[src/hw/rtl/lfm_pkg.sv]
// ----------------------------------------------------------------------------
// lfm_pkg
// Shared types and constants for the lattice fold Metropolis step engine:
// item command codes, field widths and the controller/datapath interface.
// ----------------------------------------------------------------------------
package lfm_pkg;

   localparam int CMD_W    = 2;
   localparam int IDX_W    = 6;
   localparam int POS_W    = 10;
   localparam int TYPE_W   = 5;
   localparam int CPL_W    = 12;
   localparam int PICK_W   = 4;
   localparam int THR_W    = 18;
   localparam int ENERGY_W = 19;
   localparam int DELTA_W  = 20;
   localparam int CLEN_W   = 7;
   localparam int ACC_W    = 33;

   localparam logic [CMD_W-1:0] CMD_LOAD_RES = 2'd0;
   localparam logic [CMD_W-1:0] CMD_LOAD_CPL = 2'd1;
   localparam logic [CMD_W-1:0] CMD_MOVE     = 2'd2;
   localparam logic [CMD_W-1:0] CMD_READ     = 2'd3;

   localparam logic [CLEN_W-1:0] CLEN_RESET = 7'd64;

   // Commands from the sequencer to the datapath, valid in the current cycle.
   typedef struct packed {
      logic take_item;    // latch payload, clear accumulators and flags
      logic load_wr;      // write residue at port A address
      logic cpl_wr_rc;    // write coupling at (row, col)
      logic cpl_wr_cr;    // write coupling at (col, row)
      logic pair_issue;   // port A/B read is an energy pair
      logic cap_self;     // capture moved residue from port A
      logic cap_prev;     // capture lower chain neighbor from port B
      logic cap_next;     // capture upper chain neighbor from port B
      logic has_prev;
      logic has_next;
      logic occ_clr;
      logic occ_issue;    // port A read is an occupancy probe
      logic cand_eval;    // resolve candidate mask and pick
      logic dl_issue;     // port B read contributes to the move delta
      logic commit;       // Metropolis decision and position write
      logic out_load;     // load result registers
      logic out_in_store; // residue index addresses the store
   } lfm_cmd_type;

   typedef struct packed {
      logic moved;
   } lfm_status_type;

endpackage

[src/hw/rtl/lfm_ctrl.sv]
// ----------------------------------------------------------------------------
// lfm_ctrl
// Sequencer: item handshake, chain length register, pair and scan counters,
// and the command stream that drives the datapath.
// ----------------------------------------------------------------------------
module lfm_ctrl #(
   parameter int MAX_RESIDUES = 64
) (
   input  logic                                clock,
   input  logic                                reset,
   input  logic                                req_valid,
   output logic                                req_ready,
   input  logic [lfm_pkg::CMD_W-1:0]           req_cmd,
   input  logic [lfm_pkg::IDX_W-1:0]           req_residue_index,
   input  logic                                csr_valid,
   output logic                                csr_ready,
   input  logic [lfm_pkg::CLEN_W-1:0]          csr_chain_length,
   output logic                                rsp_valid,
   input  logic                                rsp_ready,
   input  lfm_pkg::lfm_status_type             status,
   output lfm_pkg::lfm_cmd_type                cmd,
   output logic [$clog2(MAX_RESIDUES)-1:0]     addr_a,
   output logic [$clog2(MAX_RESIDUES)-1:0]     addr_b
);

   localparam int AW = $clog2(MAX_RESIDUES);
   localparam int NW = $clog2(MAX_RESIDUES + 1);

   localparam logic [4:0] S_IDLE   = 5'd0;
   localparam logic [4:0] S_WR_RES = 5'd1;
   localparam logic [4:0] S_WR_C0  = 5'd2;
   localparam logic [4:0] S_WR_C1  = 5'd3;
   localparam logic [4:0] S_WALK   = 5'd4;
   localparam logic [4:0] S_WDRAIN = 5'd5;
   localparam logic [4:0] S_MV_RD0 = 5'd6;
   localparam logic [4:0] S_MV_RD1 = 5'd7;
   localparam logic [4:0] S_MV_RD2 = 5'd8;
   localparam logic [4:0] S_SCAN   = 5'd9;
   localparam logic [4:0] S_SDRAIN = 5'd10;
   localparam logic [4:0] S_EVAL   = 5'd11;
   localparam logic [4:0] S_BR     = 5'd12;
   localparam logic [4:0] S_DL     = 5'd13;
   localparam logic [4:0] S_DDRAIN = 5'd14;
   localparam logic [4:0] S_CMT    = 5'd15;
   localparam logic [4:0] S_OUT_RD = 5'd16;
   localparam logic [4:0] S_OUT_LD = 5'd17;

   logic [4:0]                  state_ff, state_in;
   logic [lfm_pkg::CMD_W-1:0]   cmd_ff, cmd_in;
   logic [lfm_pkg::IDX_W-1:0]   idx_ff, idx_in;
   logic [NW-1:0]               i_ff, i_in, l_ff, l_in;
   logic                        drain_ff, drain_in;
   logic                        rsp_valid_ff, rsp_valid_in;
   logic [lfm_pkg::CLEN_W-1:0]  clen_ff, clen_in;

   logic [10:0] clen_ext, n_ext, idx_ext, i_ext, l_ext, prev_ext, next_ext;
   logic        in_store, in_chain, take;

   always_comb begin
      clen_ext = 11'(clen_ff);
      if (clen_ext < 11'd2)                      n_ext = 11'd2;
      else if (clen_ext > 11'(MAX_RESIDUES))     n_ext = 11'(MAX_RESIDUES);
      else                                       n_ext = clen_ext;
      idx_ext  = 11'(idx_ff);
      i_ext    = 11'(i_ff);
      l_ext    = 11'(l_ff);
      prev_ext = idx_ext - 11'd1;
      next_ext = idx_ext + 11'd1;
      in_store = idx_ext < 11'(MAX_RESIDUES);
      in_chain = idx_ext < n_ext;
   end

   assign take      = req_valid && req_ready;
   assign req_ready = (state_ff == S_IDLE);
   assign csr_ready = 1'b1;
   assign rsp_valid = rsp_valid_ff;

   always_comb begin
      state_in     = state_ff;
      cmd_in       = cmd_ff;
      idx_in       = idx_ff;
      i_in         = i_ff;
      l_in         = l_ff;
      drain_in     = drain_ff;
      clen_in      = clen_ff;
      rsp_valid_in = rsp_valid_ff && !rsp_ready;
      cmd          = '0;
      cmd.take_item    = take;
      cmd.has_prev     = (idx_ff != '0);
      cmd.has_next     = next_ext < n_ext;
      cmd.out_in_store = in_store;
      addr_a = idx_ext[AW-1:0];
      addr_b = idx_ext[AW-1:0];

      if (csr_valid && csr_ready) clen_in = csr_chain_length;

      unique case (state_ff)
         S_IDLE: begin
            if (take) begin
               cmd_in = req_cmd;
               idx_in = req_residue_index;
               i_in   = '0;
               l_in   = NW'(2);
               if (req_cmd == lfm_pkg::CMD_LOAD_RES)      state_in = S_WR_RES;
               else if (req_cmd == lfm_pkg::CMD_LOAD_CPL) state_in = S_WR_C0;
               else                                       state_in = S_WALK;
            end
         end
         S_WR_RES: begin
            cmd.load_wr = in_store;
            state_in    = S_WALK;
         end
         S_WR_C0: begin
            cmd.cpl_wr_rc = 1'b1;
            state_in      = S_WR_C1;
         end
         S_WR_C1: begin
            cmd.cpl_wr_cr = 1'b1;
            state_in      = S_WALK;
         end
         S_WALK: begin
            addr_a = i_ff[AW-1:0];
            addr_b = l_ff[AW-1:0];
            cmd.pair_issue = (n_ext >= 11'd3);
            if (n_ext < 11'd3) begin
               state_in = S_WDRAIN;
            end else if (l_ext == n_ext - 11'd1) begin
               if (i_ext + 11'd3 >= n_ext) begin
                  state_in = S_WDRAIN;
               end else begin
                  i_in = i_ff + 1'b1;
                  l_in = NW'(i_ext + 11'd3);
               end
            end else begin
               l_in = l_ff + 1'b1;
            end
         end
         S_WDRAIN: begin
            if (cmd_ff == lfm_pkg::CMD_MOVE && in_chain) state_in = S_MV_RD0;
            else                                         state_in = S_OUT_RD;
         end
         S_MV_RD0: begin
            addr_b   = prev_ext[AW-1:0];
            state_in = S_MV_RD1;
         end
         S_MV_RD1: begin
            addr_b       = next_ext[AW-1:0];
            cmd.cap_self = 1'b1;
            cmd.cap_prev = 1'b1;
            cmd.occ_clr  = 1'b1;
            l_in         = '0;
            state_in     = S_MV_RD2;
         end
         S_MV_RD2: begin
            cmd.cap_next = 1'b1;
            state_in     = S_SCAN;
         end
         S_SCAN: begin
            addr_a        = l_ff[AW-1:0];
            cmd.occ_issue = 1'b1;
            if (l_ext == n_ext - 11'd1) begin
               l_in     = '0;
               state_in = S_SDRAIN;
            end else begin
               l_in = l_ff + 1'b1;
            end
         end
         S_SDRAIN: state_in = S_EVAL;
         S_EVAL: begin
            cmd.cand_eval = 1'b1;
            state_in      = S_BR;
         end
         S_BR: begin
            state_in = status.moved ? S_DL : S_CMT;
         end
         S_DL: begin
            addr_b       = l_ff[AW-1:0];
            // skip the residue itself and its bonded neighbors
            cmd.dl_issue = (l_ext + 11'd2 <= idx_ext) || (l_ext >= idx_ext + 11'd2);
            if (l_ext == n_ext - 11'd1) begin
               drain_in = 1'b1;
               state_in = S_DDRAIN;
            end else begin
               l_in = l_ff + 1'b1;
            end
         end
         S_DDRAIN: begin
            if (drain_ff) drain_in = 1'b0;
            else          state_in = S_CMT;
         end
         S_CMT: begin
            cmd.commit = 1'b1;
            state_in   = S_OUT_RD;
         end
         S_OUT_RD: state_in = S_OUT_LD;
         S_OUT_LD: begin
            // hold until the result register is free
            if (!rsp_valid_ff || rsp_ready) begin
               cmd.out_load = 1'b1;
               rsp_valid_in = 1'b1;
               state_in     = S_IDLE;
            end
         end
         default: state_in = S_IDLE;
      endcase
   end

   always_ff @(posedge clock) begin
      if (reset) begin
         state_ff     <= S_IDLE;
         rsp_valid_ff <= 1'b0;
         clen_ff      <= lfm_pkg::CLEN_RESET;
         drain_ff     <= 1'b0;
         i_ff         <= '0;
         l_ff         <= '0;
      end else begin
         state_ff     <= state_in;
         rsp_valid_ff <= rsp_valid_in;
         clen_ff      <= clen_in;
         drain_ff     <= drain_in;
         i_ff         <= i_in;
         l_ff         <= l_in;
      end
   end

   always_ff @(posedge clock) begin
      cmd_ff <= cmd_in;
      idx_ff <= idx_in;
   end

`ifndef SYNTHESIS
   a_take_leaves_idle: assert property (@(posedge clock) disable iff (reset)
      take |=> (state_ff != S_IDLE))
      else $error("sequencer stayed idle after taking an item");

   a_walk_bounds: assert property (@(posedge clock) disable iff (reset)
      (state_ff == S_WALK && n_ext >= 11'd3) |->
         (l_ext >= i_ext + 11'd2 && l_ext < n_ext))
      else $error("pair walk indices out of range");

   a_delta_needs_move: assert property (@(posedge clock) disable iff (reset)
      (state_ff == S_DL) |-> status.moved)
      else $error("delta walk without a candidate");

   a_idle_quiet: assert property (@(posedge clock) disable iff (reset)
      (state_ff == S_IDLE) |-> !(cmd.pair_issue || cmd.occ_issue || cmd.dl_issue ||
                                 cmd.load_wr || cmd.commit))
      else $error("datapath command issued while idle");
`endif

endmodule

[config.mk]
export PLATFORM = sky130hd
export DESIGN_NAME = lfm_ctrl
export DESIGN_NICKNAME = d
export VERILOG_FILES = /design/src/hw/rtl/lfm_pkg.sv /design/src/hw/rtl/lfm_ctrl.sv
export SDC_FILE = /design/constraint.sdc
export NUM_CORES = 1
export LEC_CHECK = 0
export BUFFER_PORTS_ARGS = -buffer_cell sky130_fd_sc_hd__clkbuf_2
export CAP_MARGIN = 0
export CORE_ASPECT_RATIO = 0.5
export CORE_MARGIN = 2
export CORE_UTILIZATION = 33
export CTS_CLUSTER_DIAMETER = 120
export DETAILED_ROUTE_END_ITERATION = 10
export SYNTH_ARGS = -nofsm -noshare
export SYNTH_HDL_FRONTEND = slang
export SYNTH_SLANG_ARGS = --single-unit
[constraint.sdc]
create_clock -name clock -period 6.84 [get_ports clock]
set_clock_uncertainty 0.05 [all_clocks]
set_input_delay 1.026 -clock clock [delete_from_list [all_inputs] [get_ports clock]]
set_output_delay 1.026 -clock clock [all_outputs]
set_load 0.01 [all_outputs]
; Word level (Yosys, flattened, before mapping)
; Index checks and enable logic that the tools add are counted.
[word_totals]
inputBits = 21
output_inout_bits = 32
elab_cells = 123
ff_bits = 36
[op_classes]
eq_ne = 32
magnitude_cmp = 9
muxes = 46
reduce_logical = 20
add_sub_neg = 8
[op_table]
columns = operator, n
row1 = one-hot mux 5 bit (17 select lines), 1
row2 = two-way mux 7 bit, 11
row3 = two-way mux 5 bit, 9
row4 = "== test 5 x 4 -> 1 bit, second input constant", 8
row5 = one-hot mux 7 bit (5 select lines), 1
row6 = "== test 5 x 3 -> 1 bit, second input constant", 4
row7 = one-hot mux 6 bit (3 select lines), 1
row8 = "adder 7 x 2 -> 8 bit, second input constant", 2
row9 = "!= test 2 bit, second input constant", 8
row10 = two-way mux 1 bit, 15
row11 = "adder 7 x 1 -> 7 bit, second input constant", 2
row12 = one-hot mux 7 bit (2 select lines), 1
row13 = one-hot mux 6 bit (2 select lines), 1
row14 = == test 7 x 11 -> 1 bit, 1
row15 = >= comparator 11 bit, 1
row16 = ">= comparator 11 x 2 -> 1 bit, second input constant", 1
row17 = "less-than comparator 11 x 2 -> 1 bit, second input constant", 1
row18 = less-than comparator 6 x 11 -> 1 bit, 1
row19 = less-than comparator 7 x 11 -> 1 bit, 1
row20 = two-way mux 11 bit, 1
row21 = "subtractor 11 x 1 -> 11 bit, second input constant", 1
row22 = "== test 5 x 2 -> 1 bit, second input constant", 2
row23 = "== test 5 bit, second input constant", 2
row24 = AND reduction 5 bit, 2
row25 = 26 further kinds, 37

; Depth between registers and ports, before layout
; Gate-level depths: netlist of the first run.
[depth]
word_depth = 8
mapped_depth = 13
ltp_nobuf = 13

; Worst setup path after synthesis of the first run
; OpenSTA, ideal clock, no wires.
[synth_timing]
kind = flip-flop to output port
start = register idx_ff[2] (netlist bit)
end = output cmd[3] (netlist bit)
path_buffers = 1
required_ns = 5.764
path_stages_with_launch = 12
arrival_time_ns = 2.307
path_slack_ns = 3.457
path_cell_list = edfxtp_1 clkbuf_1 inv_1 ha_1 inv_1 ha_1 a21o_1 a21o_1 a21o_1 a21o_1 a221oi_1 nor3_1
[synth_rtl]
columns = element, line_no
row1 = start: declaration, lfm_ctrl.sv:50  ; logic [lfm_pkg::IDX_W-1:0] idx_ff, idx_in;
row2 = start signal: assignment, lfm_ctrl.sv:228  ; idx_ff <= idx_in;
row3 = end: declaration, lfm_ctrl.sv:21  ; output lfm_pkg::lfm_cmd_type cmd,

==> results.md, run 1 <==
- Die Y: 79.6 um
- Time the worst path needs with I/O delays and setup: 4.28 ns
- Clock H-tree levels: 2
- Maximum number of buffers from clock root to sink: 2
- Number of cells in the design after placement: 653
- Async set-or-reset flop fraction in the synthesized netlist: 0
- DRC violation count after routing: 0
- Setup repair after global routing missed its margin: no
- HPWL after detailed placement: 8930 um
- Leftover overflow at the end of global routing: 0
- Filler instances: around 1200
- Global-route wire length before repair: 18400 um
- Total number of nets in the final design: 578
- Floorplan die area: 12400 um^2
- ANT cells: 0
- Pleak: 0.00181 uW
- Class of the worst hold path: reg2reg
- Final Power: 1250 uW
- Top flip-flop cell by instance count after synthesis: sky130_fd_sc_hd__dfxtp_1
- Initial Utilization: 0.340
- Most numerous cell in the Yosys netlist: sky130_fd_sc_hd__nor2_1
- Max cap viols: 0
- Peak supply drop: 0.000128 V
- Mapped cell area: between 3000 and 4000 um^2
- Gates resized, CTS repair: 0
- Data required time at the worst endpoint: 5.76 ns
- Non-filler cells in the finished layout: 661
- Launching element type of the critical path: register
- Max transition margin: 0.336
- Yosys top cell area share: 0.149
- Number of setup violations in the final report: 0
- Share of cells above drive strength 1: 0.143
- Share of synthesized area occupied by flip-flops and latches: 0.212
- Number of optimization iterations in the first detailed-route pass: 5
- TNS Setup: 0 ns
- Core region area: 11100 um^2
- Pwr per Cell Area: just under 300 nW/um^2
- Vias post-DR: 3722
- Critical path arrival: roughly 3.2 ns
- Critical path class: reg2out
- CTS buffer count: 5
- Post-CTS Repair Setup Buffers: 0
- Overall routed net length: 11500 um
- Highest clock rate: 234 MHz
- Core Rows: 27
- Top cells by area in the synthesized netlist: sky130_fd_sc_hd__dfxtp_1 (15%), sky130_fd_sc_hd__ha_1 (14%), sky130_fd_sc_hd__edfxtp_1 (6.4%), sky130_fd_sc_hd__nor2_1 (4.6%), sky130_fd_sc_hd__xnor2_1 (4.2%)
- Max FO, Critical Path: 11
- Run status: finished, final reports clean
- Worst Tran Pin Value: just under 1 ns
- Synth warnings: 0
- Type of destination of the critical path: output port
- Per-instance average area after synthesis: 7.75 um^2
- Width of the die: 155 um
- Most instantiated cells after synthesis: sky130_fd_sc_hd__nor2_1 (46), sky130_fd_sc_hd__ha_1 (42), sky130_fd_sc_hd__nand2_1 (40)
- Synthesized instance count: 487
- Maximum number of pins on one net before global-route repair: 21
- Number of max-slew violations in the final report: 0
- Initial antenna violation count: 0
- Sequential standard cell area: about 800 um^2
- Final hold violations: 0
- Number of design-rule violations left by the first detailed-router iteration: between 400 and 500
- Via-per-instance ratio: 5.63
- Routed wire per std cell: 17.4 um
- Count of flip-flops with a built-in enable after synthesis: 8
- Buffers on Ports: 50
- Buffer type at the clock tree root: sky130_fd_sc_hd__clkbuf_16
- Synthesis-to-layout area growth: 12.5%
- Multi-input combinational cell area: 2740 um^2
- Clock slew seen by the registers of the worst setup and hold paths: around 0.060 ns
- CTS sink count: 36
- Global routing usage summed across all routing layers: 0.190
- Number of global-route vias before repair: 3391
- Post-synthesis cell type count: 69
- Gp weighted congestion: ~0.91
- Final Cycle Share: 0.626
- Final Core Density: 0.383
- CTS hold repair buffers: 0
- Cell type with the largest total area after synthesis: sky130_fd_sc_hd__dfxtp_1
- Antenna-violating nets left: 0
- Boundary pin count: 53
- CTS tree: yes
- Synthesis-stage register bit count: 36
- Later-pin clock latency in the skew report: slightly below 0.3 ns
-- worst paths after layout --
| check | endpoint | cells past startpoint | start | slack [ns] |
|---|---|---|---|---|
| max | cmd[3] | 11 | idx_ff[2] | 2.56 |
| min | drain_ff | 2 | drain_ff | 0.45 |
| max reg2reg | l_ff[3] | 11 | clen_ff[6] | 2.96 |
| min reg2reg | drain_ff | 2 | drain_ff | 0.45 |
-- metrics by stage --
stage	worst slack [ns]	cell area (um^2)	hold WS, ns
after floorplan	3.46	3780	0.419
after global placement	2.93	4070	0.436
after detailed placement	2.92	4070	0.437
after CTS	2.61	4240	0.448
after global routing	2.40	4240	0.457
final	2.56	4240	0.448
-- worst max-delay path, cell delays in order (launching register included) --
cell and delay, ns:
sky130_fd_sc_hd__edfxtp_1 0.62, sky130_fd_sc_hd__inv_1 0.20, sky130_fd_sc_hd__ha_1 0.33, sky130_fd_sc_hd__inv_1 0.04, sky130_fd_sc_hd__ha_1 0.26, sky130_fd_sc_hd__a21o_1 0.15, sky130_fd_sc_hd__a21o_1 0.17, sky130_fd_sc_hd__a21o_1 0.17
sky130_fd_sc_hd__a21o_1 0.17, sky130_fd_sc_hd__a221oi_1 0.57, sky130_fd_sc_hd__nor3_1 0.09, sky130_fd_sc_hd__clkbuf_2 0.15
-- cells by family (layout without fill, tap and decap cells) --
logic type / count (synthesis) / after routing / synth area share
muxes: 10 / 10 / 0.0265
xor gates and xnor gates: 26 / 26 / 0.0604
other: 1 / 2 / 0.000994
DFF: 36 / 36 / 0.212
and+or+nand+nor: 192 / 192 / 0.266
buffers and inverters: 55 / 83 / 0.0617
adders and majority gates: 42 / 42 / 0.139
AOI/OAI and AO/OA: 125 / 125 / 0.233
-- routing by layer --
metal,global-route usage,up-vias,share of wire
met5,0,-,0
met4,0.0450,0,0.015
met3,0.0423,14,0.092
met2,0.279,165,0.42
met1,0.280,1721,0.48
li1,-,1822,-
-- sequential cells by signal (all words and copies together) (netlist names) --
register / flops
idx_ff: 6
i_ff: 7
drain_ff: 1
clen_ff: 7
state_ff: 5
rsp_valid: 1
l_ff: 7
cmd_ff: 2
-- cell type report --
| class | count | share of cell area |
|---|---|---|
| multi-input cells | 397 | 0.646 |
| flip-flops and latches | 36 | 0.189 |
| repair buffers | 51 | 0.0607 |
| well taps | 145 | 0.0427 |
| clock buffers | 5 | 0.0295 |
| inverters | 24 | 0.0212 |
| clock inverters | 3 | 0.0109 |
-- report_power, final --
group          total, uW  switching [uW]  internal (uW)  leakage [uW]
sequential           332            81.9            250      0.000304
combinational        648             393            255       0.00143
clock                273             100            173     0.0000804
-- layout by cell type, fill, tap and decap left out, drive strengths merged, types with 3 or more instances in the layout --
cell type	count
clkbuf	55
nor2	47
o21a	7
nor2b	16
o31ai	3
or2	5
nor3	24
o21ai	29
xnor2	18
a21boi	3
or4	3
a211o	4
inv	24
and2	3
a21oi	19
nand2	41
nor4	3
a31oi	6
mux2i	10
nand4	6
o22ai	5
or3	6
a221o	5
xor2	8
a22oi	8
edfxtp	8
nand2b	13
dfxtp	28
nand3	11
ha	42
a211oi	7
a21o	8
a31o	3
No activity file was read; power rests on OpenSTA's default activity.
==> run 2: changes to the inputs <==
==> constraint.sdc (replaced) <==
create_clock -name clock -period 4.2 [get_ports clock]
set_clock_uncertainty 0.05 [all_clocks]
set_input_delay 0.63 -clock clock [delete_from_list [all_inputs] [get_ports clock]]
set_output_delay 0.63 -clock clock [all_outputs]
set_load 0.01 [all_outputs]
==> results.md, run 2 (synthesis results as in run 1) <==
- Later-pin clock latency in the skew report: 0.29 ns (about the same)
- Critical path class: reg2reg
- Cell chain of the critical path: clkinv_1 > o21ai_0 > ha_1 > nand4bb_1 > a21oi_1 > nor3_1 > nor4b_4 > nand2_4 > or4_1 > nor2b_1 > a211o_1
- Initial Utilization: 0.340 (unchanged)
- Startpoint of the worst hold path: drain_ff
- Logic depth of the worst register-to-register path: 11 (unchanged)
- Data required time at the worst endpoint: 4.38 ns (-1.38 ns)
- Instance area after placement: 4170 um^2 (+2.4%)
- Vias post-DR: 3788 (+1.8%)
- Fraction of met2 tracks used by global routing: 0.287 (+0.00800)
- Leftover overflow at the end of global routing: 0 (unchanged)
- Number of setup violations in the final report: 0 (unchanged)
- Setup repair after global routing missed its margin: no
- CTS sink count: 36 (unchanged)
- Clock slew seen by the registers of the worst setup and hold paths: 0.06 ns (about the same)
- Core region area: 11100 um^2 (unchanged)
- Global routing usage summed across all routing layers: 0.193 (+0.00244)
- Width of the die: 155 um (unchanged)
- Overall routed net length: 11600 um (+0.54%)
- Max transition margin: 0.460 (+0.124)
- Post-CTS Repair Setup Buffers: 0 (unchanged)
- Worst Tran Pin Value: 0.801 ns (-0.192 ns)
- Number of design-rule violations left by the first detailed-router iteration: 415 (-2.6%)
- Max cap viols: 0 (unchanged)
- Time the worst path needs with I/O delays and setup: 3.87 ns
- ANT cells: 0 (unchanged)
- Buffer type at the clock tree root: sky130_fd_sc_hd__clkbuf_16
- Largest incremental delay on the critical path: 0.59 ns (-0.03 ns)
- Global-route wire length before repair: 18600 um (+0.86%)
- Number of cells in the design after placement: 666 (+2.0%)
- Synthesis-to-layout area growth: 14.7%
- Final hold violations: 0 (unchanged)
- Final Cycle Share: 0.922
- Worst reg2reg setup slack: 0.33 ns (-2.63 ns)
- Crit-path leading delay family: simple AND/OR/NAND/NOR gates
- Worst setup endpoint: l_ff[4]
- Via-per-instance ratio: 5.62 (-0.19%)
- Gates resized, CTS repair: 0 (unchanged)
- Type of destination of the critical path: register
- Max FO, Critical Path: 12 (+1)
- TNS Setup: 0 ns (unchanged)
- Final instance area: 4330 um^2 (+2.0%)
- CTS buffer count: 5 (unchanged)
- Total number of nets in the final design: 591 (+2.2%)
- Share of cells above drive strength 1: 0.161 (+0.0173)
- Buffers on Ports: 50 (unchanged)
- Filler instances: 1153 (-1.2%)
- Peak supply drop: 0.000225 V (+76%)
- Cell count of the worst hold path: 2 (unchanged)
- Global-route layer with the greatest usage: met2
- Floorplan die area: 12400 um^2 (unchanged)
- Maximum number of buffers from clock root to sink: 2 (unchanged)
- Routed wire per std cell: 17.2 um (-1.4%)
- Non-filler cells in the finished layout: 674 (+2.0%)
- Worst path bufs/invs: 1 (-2)
- CTS hold repair buffers: 0 (unchanged)
- Sequential standard cell area: 801 um^2 (unchanged)
- Pwr per Cell Area: 473 nW/um^2 (+60%)
- Launching element type of the critical path: register
- Number of max-slew violations in the final report: 0 (unchanged)
- Largest regs: clen_ff x7, i_ff x7, l_ff x7
- Class of the worst hold path: reg2reg
- Critical path arrival: 4.05 ns (+0.85 ns)
- DRC violation count after routing: 0 (unchanged)
- Clock H-tree levels: 2 (unchanged)
- Number of global-route vias before repair: 3481 (+2.7%)
- Multi-input combinational cell area: 2740 um^2 (unchanged)
- Highest clock rate: 258 MHz
- Number of optimization iterations in the first detailed-route pass: 5 (unchanged)
- CTS tree: yes
- CP Depth: 11 (unchanged)
- Run status: finished, final reports clean
- Leading cell types in the layout, fill and taps excluded: sky130_fd_sc_hd__clkbuf_2 (50), sky130_fd_sc_hd__nor2_1 (46), sky130_fd_sc_hd__ha_1 (42)
- HPWL after detailed placement: 9080 um (+1.8%)
- Pleak: 0.00188 uW (+3.6%)
- Die Y: 79.6 um (unchanged)
- Maximum number of pins on one net before global-route repair: 21 (unchanged)
- Source of the critical timing path: clen_ff[6]
- GRT met1 Usage: 0.282 (+0.00178)
- CP max-delay cell: sky130_fd_sc_hd__or4_1
- Boundary pin count: 53 (unchanged)
- Met3 Use GR: 0.0337 (-0.00869)
- Gp weighted congestion: 0.884 (-2.3%)
- Reg2Reg Capture Point: l_ff[4]
- Most common cell after layout, fill and taps aside: sky130_fd_sc_hd__clkbuf_2
- Beginning of the worst register-to-register path: clen_ff[6]
- Antenna-violating nets left: 0 (unchanged)
- Core Rows: 27 (unchanged)
- Initial antenna violation count: 0 (unchanged)
-- run 2: report_power, final --
group          leakage, uW  internal [uW]  switching, uW
clock            0.0000771            252            159
combinational      0.00150            455            702
sequential        0.000304            407           71.5
-- run 2: tightest hold or removal path, stage by stage, from the launching register on --
cell and delay, ns:
sky130_fd_sc_hd__dfxtp_1 0.31, sky130_fd_sc_hd__nor2_1 0.10, sky130_fd_sc_hd__nor3_1 0.05
-- run 2: through the flow --
step | hold WS [ns] | power [uW] | worst slack [ns] | utilization
floorplan | 0.419 | 1270 | 0.861 | -
global placement | 0.436 | 1620 | 0.484 | 0.376
finish | 0.444 | 2050 | 0.329 | 0.391
detailed placement | 0.435 | 1620 | 0.402 | 0.376
CTS | 0.447 | 2040 | 0.366 | 0.391
global route | 0.457 | 2200 | 0.0356 | 0.391
-- run 2: layer usage --
metal,vias to the layer above,part of all wire
li1,1852,-
met2,115,0.42
met1,1806,0.50
met4,0,0.015
met5,-,0
met3,15,0.063
-- run 2: worst min path at each step --
stage	end
after detailed placement	drain_ff
after CTS	drain_ff
after global placement	drain_ff
after global routing	drain_ff
final	drain_ff
after floorplan	drain_ff
-- run 2: layout make-up --
class / count / share of cell area
Clock inverter: 2 / 0.00173
Multi-Input combinational cell: 397 / 0.634
Sequential cell: 36 / 0.185
Inverter: 24 / 0.0208
Timing Repair Buffer: 64 / 0.0821
Clock buffer: 6 / 0.0347
Tap cell: 145 / 0.0419
==> run 3: changes to the inputs <==
--- a/config.mk
+++ b/config.mk
@@ -12,6 +12,7 @@
 export CORE_UTILIZATION = 33
 export CTS_CLUSTER_DIAMETER = 120
 export DETAILED_ROUTE_END_ITERATION = 10
+export RECOVER_POWER = 100
 export SYNTH_ARGS = -nofsm -noshare
 export SYNTH_HDL_FRONTEND = slang
 export SYNTH_SLANG_ARGS = --single-unit
==> results.md, run 3 (synthesis results as in run 1) <==
- Buffer type at the clock tree root: sky130_fd_sc_hd__clkbuf_16
- Vias post-DR: 3806 (+0.48%)
- Sequential standard cell area: 801 um^2 (unchanged)
- Via-per-instance ratio: 5.65 (+0.48%)
- Most common cell after layout, fill and taps aside: sky130_fd_sc_hd__nor2_1
- Cell chain of the critical path: clkbuf_1 > or3b_1 > nor2_1 > o21a_1 > a21oi_1 > o21ai_0 > o21ai_0 > a221o_1 > clkbuf_1
- Clock network fraction of total power: 0.203 (+0.002)
- Largest regs: clen_ff x7, i_ff x7, l_ff x7
- ANT cells: 0 (unchanged)
- Routed wire per std cell: 17.3 um (+0.53%)
- Overall routed net length: 11700 um (+0.53%)
- Initial Utilization: 0.340 (unchanged)
- Final instance area: 4280 um^2 (-1.2%)
- Number of cells in the design after placement: 666 (unchanged)
- Time the worst path needs with I/O delays and setup: 3.93 ns (+0.0576 ns)
- CTS hold repair buffers: 0 (unchanged)
- HPWL after detailed placement: 9080 um (unchanged)
- Worst path bufs/invs: 2 (+1)
- Net Switching: 935 uW (+0.35%)
- Floorplan die area: 12400 um^2 (unchanged)
- Instance area after placement: 4170 um^2 (unchanged)
- Clock H-tree levels: 2 (unchanged)
- Number of design-rule violations left by the first detailed-router iteration: 423 (+1.9%)
- Sequential share of power: 0.237 (+0.003)
- Max transition margin: 0.479 (+0.0189)
- Critical path class: reg2out
- Filler instances: 1166 (+1.1%)
- Leftover overflow at the end of global routing: 0 (unchanged)
- Number of setup violations in the final report: 0 (unchanged)
- CTS sink count: 36 (unchanged)
- Synthesis-to-layout area growth: 13.3%
- Number of max-slew violations in the final report: 0 (unchanged)
- Critical path arrival: 3.25 ns (-0.80 ns)
- Proportion of power drawn by combinational gates: 0.560 (-0.005)
- Class of the worst hold path: reg2reg
- CTS tree: yes
- Maximum number of buffers from clock root to sink: 2 (unchanged)
- Number of global-route vias before repair: 3481 (unchanged)
- Core region area: 11100 um^2 (unchanged)
- Max FO, Critical Path: 18 (+6)
- DRC violation count after routing: 0 (unchanged)
- Pleak: 0.00177 uW (-5.7%)
- Final Cycle Share: 0.935 (+0.0137)
- Die Y: 79.6 um (unchanged)
- Initial antenna violation count: 0 (unchanged)
- Antenna-violating nets left: 0 (unchanged)
- Run status: finished, final reports clean
- CP max-delay cell: sky130_fd_sc_hd__or3b_1
- Core Rows: 27 (unchanged)
- Boundary pin count: 53 (unchanged)
- Launching element type of the critical path: register
- Maximum number of pins on one net before global-route repair: 21 (unchanged)
- Data required time at the worst endpoint: 3.52 ns (-0.86 ns)
- Multi-input combinational cell area: 2740 um^2 (about the same)
- TNS Setup: 0 ns (unchanged)
- Crit-path leading delay family: compound AO/OA/AOI/OAI gates
- Switching share of total power: 0.463 (+0.00716)
- Non-filler cells in the finished layout: 674 (unchanged)
- Cell internal pwr: 1090 uW (-2.5%)
- Post-CTS Repair Setup Buffers: 0 (unchanged)
- Leading cell types in the layout, fill and taps excluded: sky130_fd_sc_hd__nor2_1 (47), sky130_fd_sc_hd__ha_1 (42), sky130_fd_sc_hd__nand2_1 (40)
- Width of the die: 155 um (unchanged)
- Max cap viols: 0 (unchanged)
- Number of optimization iterations in the first detailed-route pass: 5 (unchanged)
- Clock slew seen by the registers of the worst setup and hold paths: 0.06 ns (about the same)
- Global-route wire length before repair: 18600 um (unchanged)
- Later-pin clock latency in the skew report: 0.29 ns (about the same)
- Total number of nets in the final design: 591 (unchanged)
- Pwr per Cell Area: 473 nW/um^2 (about the same)
- Share of cells above drive strength 1: 0.0983 (-0.0624)
- Highest clock rate: 255 MHz (-1.5%)
- Worst Tran Pin Value: 0.773 ns (-0.0281 ns)
- Gp weighted congestion: 0.884 (unchanged)
- Buffers on Ports: 50 (unchanged)
- Global routing usage summed across all routing layers: 0.193 (unchanged)
- Peak supply drop: 0.000217 V (-3.6%)
- Final hold violations: 0 (unchanged)
- CTS buffer count: 5 (unchanged)
- Type of destination of the critical path: output port
- Setup repair after global routing missed its margin: no
- Gates resized, CTS repair: 0 (unchanged)
- Largest incremental delay on the critical path: 0.65 ns (+0.06 ns)
run 3: changes by cell type in the layout (fill, tap and decap cells not counted), sizes merged:
cell and change:
clkbuf +4, buf -4
run 3: worst reg2reg max path, stage by stage (launching register included):
cell,delay [ns]
sky130_fd_sc_hd__dfxtp_1,0.54
sky130_fd_sc_hd__clkinv_1,0.40
sky130_fd_sc_hd__o21ai_0,0.37
sky130_fd_sc_hd__ha_1,0.45
sky130_fd_sc_hd__nand4bb_1,0.14
sky130_fd_sc_hd__a21oi_1,0.19
sky130_fd_sc_hd__nor3_1,0.10
sky130_fd_sc_hd__nor4b_4,0.53
sky130_fd_sc_hd__nand2_4,0.17
sky130_fd_sc_hd__or4_1,0.60
sky130_fd_sc_hd__nor2b_1,0.16
sky130_fd_sc_hd__a211o_1,0.11
run 3: metal layers:
metal	up-vias	GRT usage	routed length [um]
met3	15	0.0337	778
li1	1853	-	-
met1	1808	0.282	5810
met2	130	0.287	4870
met5	-	0	0
met4	0	0.0569	187
run 3: final cells by class:
cell class	count	share of cell area
multi-input cells	397	0.641
flip-flops and latches	36	0.187
repair buffers	64	0.0714
well taps	145	0.0424
clock buffers	6	0.0351
inverters	24	0.0211
clock inverters	2	0.00176
run 3: metrics by stage:
step                total power (uW)  setup slack (ns)  hold slack (ns)   util
floorplan                       1270             0.861            0.419      -
global placement                1620             0.484            0.436  0.376
detailed placement              1620             0.402            0.435  0.376
CTS                             2040             0.366            0.447  0.391
global route                    2170            0.0356            0.457  0.386
finish                          2020             0.272            0.445  0.386
run 3: worst paths after layout:
path	from	endpoint	slack, ns	cells past startpoint
worst max-delay path	state_ff[1]	addr_b[2]	0.27	9
worst min-delay path	drain_ff	drain_ff	0.44	2
worst max register to register	clen_ff[6]	l_ff[4]	0.35	11
worst min register to register	drain_ff	drain_ff	0.44	2
run 3: power by group through the flow:
stage / registers [uW] / logic [uW] / clock network (uW)
after detailed placement: 484 / 1140 / 0
final: 480 / 1130 / 411
after global placement: 486 / 1130 / 0
after CTS: 477 / 1150 / 415
after floorplan: 449 / 819 / 0
after global routing: 486 / 1250 / 431
